--- src/rtl/pbnn_pkg.sv ---
// ----------------------------------------------------------------------------
// pbnn_pkg
// Shared types and constants of the page bitmap nearest-neighbour scaler:
// register indexes, item codes, divider widths and the divider handshake.
// ----------------------------------------------------------------------------
package pbnn_pkg;

  // default store geometry
  localparam int unsigned MAX_WIDTH_DEF  = 128;
  localparam int unsigned MAX_HEIGHT_DEF = 64;

  // field widths
  localparam int unsigned PIX_W    = 8;
  localparam int unsigned PAGE_W   = 3;
  localparam int unsigned COL_W    = 7;
  localparam int unsigned SH_W     = 7;
  localparam int unsigned SW_W     = 8;
  localparam int unsigned CFG_IDX_W = 8;
  localparam int unsigned BIT_IDX_W = $clog2(PIX_W);

  // divider: numerator (2*pos*src + src), denominator 2*dst
  localparam int unsigned NUM_W      = 16;
  localparam int unsigned DEN_W      = 9;
  localparam int unsigned DIV_STEP   = 4;
  localparam int unsigned DIV_CYC    = NUM_W / DIV_STEP;
  localparam int unsigned DIV_CNT_W  = $clog2(DIV_CYC);

  // register reset values
  localparam logic [SH_W-1:0] SRC_H_RST = 7'd32;
  localparam logic [SW_W-1:0] SRC_W_RST = 8'd24;
  localparam logic [SH_W-1:0] DST_H_RST = 7'd48;
  localparam logic [SW_W-1:0] DST_W_RST = 8'd36;

  // configuration register indexes
  typedef enum logic [CFG_IDX_W-1:0] {
    REG_SRC_HEIGHT = 8'd0,
    REG_SRC_WIDTH  = 8'd1,
    REG_DST_HEIGHT = 8'd2,
    REG_DST_WIDTH  = 8'd3
  } cfg_reg_e;

  // item kinds
  typedef enum logic {
    KIND_STORE   = 1'b0,
    KIND_COMPUTE = 1'b1
  } kind_e;

  // result status codes
  typedef enum logic {
    STATUS_OK      = 1'b0,
    STATUS_OUTSIDE = 1'b1
  } status_e;

  // divider request and response
  typedef struct packed {
    logic             valid;
    logic [NUM_W-1:0] numer;
    logic [DEN_W-1:0] denom;
  } div_req_t;

  typedef struct packed {
    logic             done;
    logic [NUM_W-1:0] quot;
  } div_rsp_t;

endpackage

--- src/rtl/pbnn_div.sv ---
// ----------------------------------------------------------------------------
// pbnn_div
// Restoring unsigned divider, several quotient bits per cycle. Used for the
// rounded position mapping of the column and of each row.
// ----------------------------------------------------------------------------
module pbnn_div import pbnn_pkg::*; (
  input  logic     clk_i,
  input  logic     rst_ni,
  input  div_req_t req_i,
  output div_rsp_t rsp_o
);

  logic                 run_q;
  logic                 done_q;
  logic [DIV_CNT_W-1:0] cnt_q;
  logic [NUM_W-1:0]     num_q;
  logic [DEN_W-1:0]     rem_q;
  logic [DEN_W-1:0]     den_q;

  logic [NUM_W-1:0]     num_v;
  logic [DEN_W-1:0]     rem_v;
  logic [DEN_W:0]       trial;

  // a few restoring steps per cycle
  always_comb begin
    num_v = num_q;
    rem_v = rem_q;
    trial = '0;
    for (int i = 0; i < DIV_STEP; i++) begin
      trial = {rem_v, num_v[NUM_W-1]};
      num_v = {num_v[NUM_W-2:0], 1'b0};
      if (trial >= {1'b0, den_q}) begin
        rem_v    = DEN_W'(trial - {1'b0, den_q});
        num_v[0] = 1'b1;
      end else begin
        rem_v = trial[DEN_W-1:0];
      end
    end
  end

  // control
  always_ff @(posedge clk_i or negedge rst_ni) begin
    if (!rst_ni) begin
      run_q  <= 1'b0;
      done_q <= 1'b0;
      cnt_q  <= '0;
    end else if (req_i.valid) begin
      run_q  <= 1'b1;
      done_q <= 1'b0;
      cnt_q  <= '0;
    end else if (run_q) begin
      cnt_q <= cnt_q + 1'b1;
      if (cnt_q == DIV_CNT_W'(DIV_CYC - 1)) begin
        run_q  <= 1'b0;
        done_q <= 1'b1;
      end
    end else begin
      done_q <= 1'b0;
    end
  end

  // datapath
  always_ff @(posedge clk_i) begin
    if (req_i.valid) begin
      num_q <= req_i.numer;
      den_q <= req_i.denom;
      rem_q <= '0;
    end else if (run_q) begin
      num_q <= num_v;
      rem_q <= rem_v;
    end
  end

  assign rsp_o.done = done_q;
  assign rsp_o.quot = num_q;

endmodule

--- config.mk ---
export PLATFORM = sky130hd
export DESIGN_NAME = pbnn_div
export DESIGN_NICKNAME = d
export VERILOG_FILES = /design/src/rtl/pbnn_pkg.sv /design/src/rtl/pbnn_div.sv
export SDC_FILE = /design/constraint.sdc
export NUM_CORES = 1
export LEC_CHECK = 0
export BUFFER_PORTS_ARGS = -buffer_cell sky130_fd_sc_hd__clkbuf_2
export CAP_MARGIN = 20
export CORE_MARGIN = 3
export CORE_UTILIZATION = 30
export CTS_BUF_LIST = sky130_fd_sc_hd__clkbuf_8
export CTS_CLUSTER_SIZE = 24
export DETAILED_ROUTE_END_ITERATION = 8
export GPL_TIMING_DRIVEN = 1
export PLACE_DENSITY_LB_ADDON = 0.3
export SYNTH_ARGS = -nofsm -noshare
export SYNTH_HDL_FRONTEND = slang
export SYNTH_SLANG_ARGS = --single-unit
--- constraint.sdc ---
create_clock -name clk_i -period 7.42 [get_ports clk_i]
set_input_delay 0.742 -clock clk_i [delete_from_list [all_inputs] [get_ports clk_i]]
set_output_delay 0.742 -clock clk_i [all_outputs]
set_load 0.02 [all_outputs]
==> flow_summary.json <==
{
  "timing.hold.ws_ns": 0.2260,
  "crit_fanout": 8,
  "worstSetupStartpointType": "register",
  "ant_nets": 0,
  "routed_wirelength_um": 12190,
  "period_share_pct": 98.01,
  "drc": 0,
  "crit_path_top_delay_cell": "edfxtp_1",
  "syn_nets": 454,
  "dieArea_mm2": 0.01322,
  "synth-xor-area-share_pct": 5.655,
  "fin_nets": 560,
  "synth_ff_type": "edfxtp_1",
  "async_reset_ff_share_pct": 10.53,
  "synthAdderAreaFrac_pct": 15.24,
  "fin_area_mm2": 0.004911,
  "post_layout_nonfiller_instances": 635,
  "vias": 3519,
  "die_x_um": 115.0,
  "skew_ns": 0.01228,
  "timing_max_transition_violations_final": 0,
  "die_h_um": 115.0,
  "ys_seq_area_share_pct": 28.94,
  "synth_top_family_by_area": "compound AO/OA/AOI/OAI gates",
  "numPortBuffers": 44,
  "drt-initial-drc-count": 241,
  "overflow": 0,
  "cp.arrival_ns": 7.34,
  "grt_usage_pct": 18.39,
  "pre_cts_ws_ns": -0.02967,
  "ys_warn_count": 0,
  "synth_compound_area_share_pct": 23.96,
  "htreeDepth": 2,
  "dpl.cell_count": 602,
  "r2r_cells": 36,
  "coreArea_mm2": 0.01152,
  "io_pins": 45,
  "dp_hpwl_um": 9430,
  "cts-root-buf": "clkbuf_8",
  "clockBufferDepth": 2,
  "synth_area_per_cell_um2": 9.252,
  "placed_area_mm2": 0.004229,
  "synth-seq-cells": 38,
  "clk_latency_ns": 0.31,
  "cts_tree": "yes",
  "gp_congestion": 1.027,
  "outcome": "finished, final reports clean",
  "grt_pass1_vias": 3500,
  "slew-limit-headroom_pct": 49.72,
  "fill_cells": 1134,
  "syn_area_mm2": 0.003562,
  "slowest_delay_ns": 0.43,
  "synth_mux_area_share_pct": 7.411,
  "synth-simple-area-share_pct": 14.19,
  "synth_area_leaders": "edfxtp_1 (21%), ha_1 (13%), mux2_2 (6.0%)",
  "vias_per_cell": 5.542,
  "grt_pass1_wl_um": 18760,
  "route.met3.wl_um": 592,
  "hold_viol_final": 0,
  "setup_ws_ns": 0.1477,
  "antenna_found_initial": 0,
  "postSynthCellCount": 385,
  "cts-buffers-inserted": 5,
  "path_clk_slew_ns": 0.08,
  "wl_met1_um": 5182,
  "firstDrtPassIters": 5,
  "synth_cell_type_count": 66,
  "cts.sinks": 38,
  "yosysMostFrequentCell": "ha_1",
  "grt_max_degree": 31,
  "start_util_pct": 30.93,
  "crit_path_frequent_cell": "buf_6",
  "area_growth_pct": 37.86,
  "met2WireLength_um": 5943,
  "synth_top_cell_by_area": "edfxtp_1",
  "max_freq_mhz": 137.5,
  "synth_edf_count": 25,
  "crit_required_ns": 7.48,
  "worstMarginPinSlew_ns": 0.7541,
  "fin_crit_ns": 7.272,
  "endpoint_kind": "register",
  "cts_hold_buf": 0,
  "synth.top_cells.by_count": "ha_1 (37), nor2_1 (30), inv_1 (27)",
  "finalSetupViolCount": 0,
  "yosysTopAreaCellShare_pct": 21.07,
  "dr.max_layer_used": "met4",
  "layout-drive-gt1-share_pct": 42.28,
  "max_cap_viol_count": 0,
  "min_path_type": "primary input to async pin",
  "wl_per_cell_um": 19.19,
  "n_antenna_cell": 0,
  "critPathKind": "register to register",
  "num_rows": 39
}
## cell type report
| cell class | instances | area [µm²] | area share [%] |
|---|---|---|---|
| Clock inverter | 2 | 11.26 | 0.2293 |
| Multi-Input combinational cell | 309 | 2755 | 56.10 |
| Clock buffer | 6 | 82.58 | 1.682 |
| Inverter | 27 | 101.3 | 2.064 |
| Tap cell | 143 | 178.9 | 3.643 |
| Sequential cell | 38 | 1031 | 20.99 |
| Timing Repair Buffer | 110 | 750.7 | 15.29 |
## metrics by stage
| stage | utilization, % | setup TNS [ns] |
|---|---|---|
| final | 42.64 | 0 |
| after global routing | 42.64 | -0.7507 |
| after CTS | 37.76 | 0 |
| after detailed placement | 36.72 | -0.05718 |
| after global placement | 36.72 | 0 |
| after floorplan | - | 0 |
## cell families (layout without fill, tap and decap cells)
kind of cell / Yosys count / in the layout
compound gates: 119 / 119
simple gates: 102 / 102
fa+ha+maj: 41 / 41
flops: 38 / 38
buf+inv: 38 / 145
mux: 24 / 24
xor+xnor: 23 / 23
## worst max-delay path: cells and delay by family (launching register included)
family	cells	cell delay, ns
AO/OA/AOI/OAI	14	2.64
multiplexers	2	0.61
buffers and inverters	7	0.93
AND/OR/NAND/NOR	8	1.01
adder cells (fa/ha/maj)	5	1.41
flip-flops	1	0.43
## path summary, 6_finish.rpt
path / from / end / slack [ns]
setup reg to reg: num_q[15] / num_q[0] / 0.15
hold / removal: rst_ni / cnt_q[1] / 0.23
setup / recovery: num_q[15] / num_q[0] / 0.15
max in group asynchronous: rst_ni / run_q / 7.07
min in group clk_i: done_q / done_q / 0.51
hold reg to reg: done_q / done_q / 0.51
## flip-flops by register name, indices dropped and copies added, names as in the netlist
| name | cells |
|---|---|
| den_q | 9 |
| num_q | 16 |
| run_q | 1 |
| rem_q | 9 |
| cnt_q | 2 |
| done_q | 1 |
## routing by layer
layer | up-vias | track usage (%)
met1 | 1705 | 23.22
met2 | 129 | 31.40
met4 | 0 | 7.433
li1 | 1653 | -
met3 | 32 | 2.737
met5 | - | 0
## what timing repair did
| action | in CTS | in global routing |
|---|---|---|
| pin swaps | 2 | 39 |
| cloned | 0 | 1 |
| setup endpoints to repair | 5 | 10 |
| gates resized for setup | 4 | 82 |
| buffers inserted | 1 | 23 |
## cell usage in the layout, fill, tap and decap left out, types with 5 or more instances in the layout
cell	instances
buf_4	55
clkbuf_2	44
ha_1	25
edfxtp_1	25
inv_1	24
nor2_1	23
nand2_1	20
o21ai_0	18
mux2_2	16
a21oi_1	14
a21o_1	13
xor2_1	11
a211oi_1	11
xnor2_1	11
ha_4	10
buf_6	10
dfxtp_1	9
a21oi_2	8
nand4_1	7
nor3_1	7
nor2b_1	6
clkbuf_8	6
nor2_2	5
nand3_1	5
nand2_2	5
Power is not shown: default switching activity piles up to over one toggle a cycle in this logic, so the estimate is an artifact.
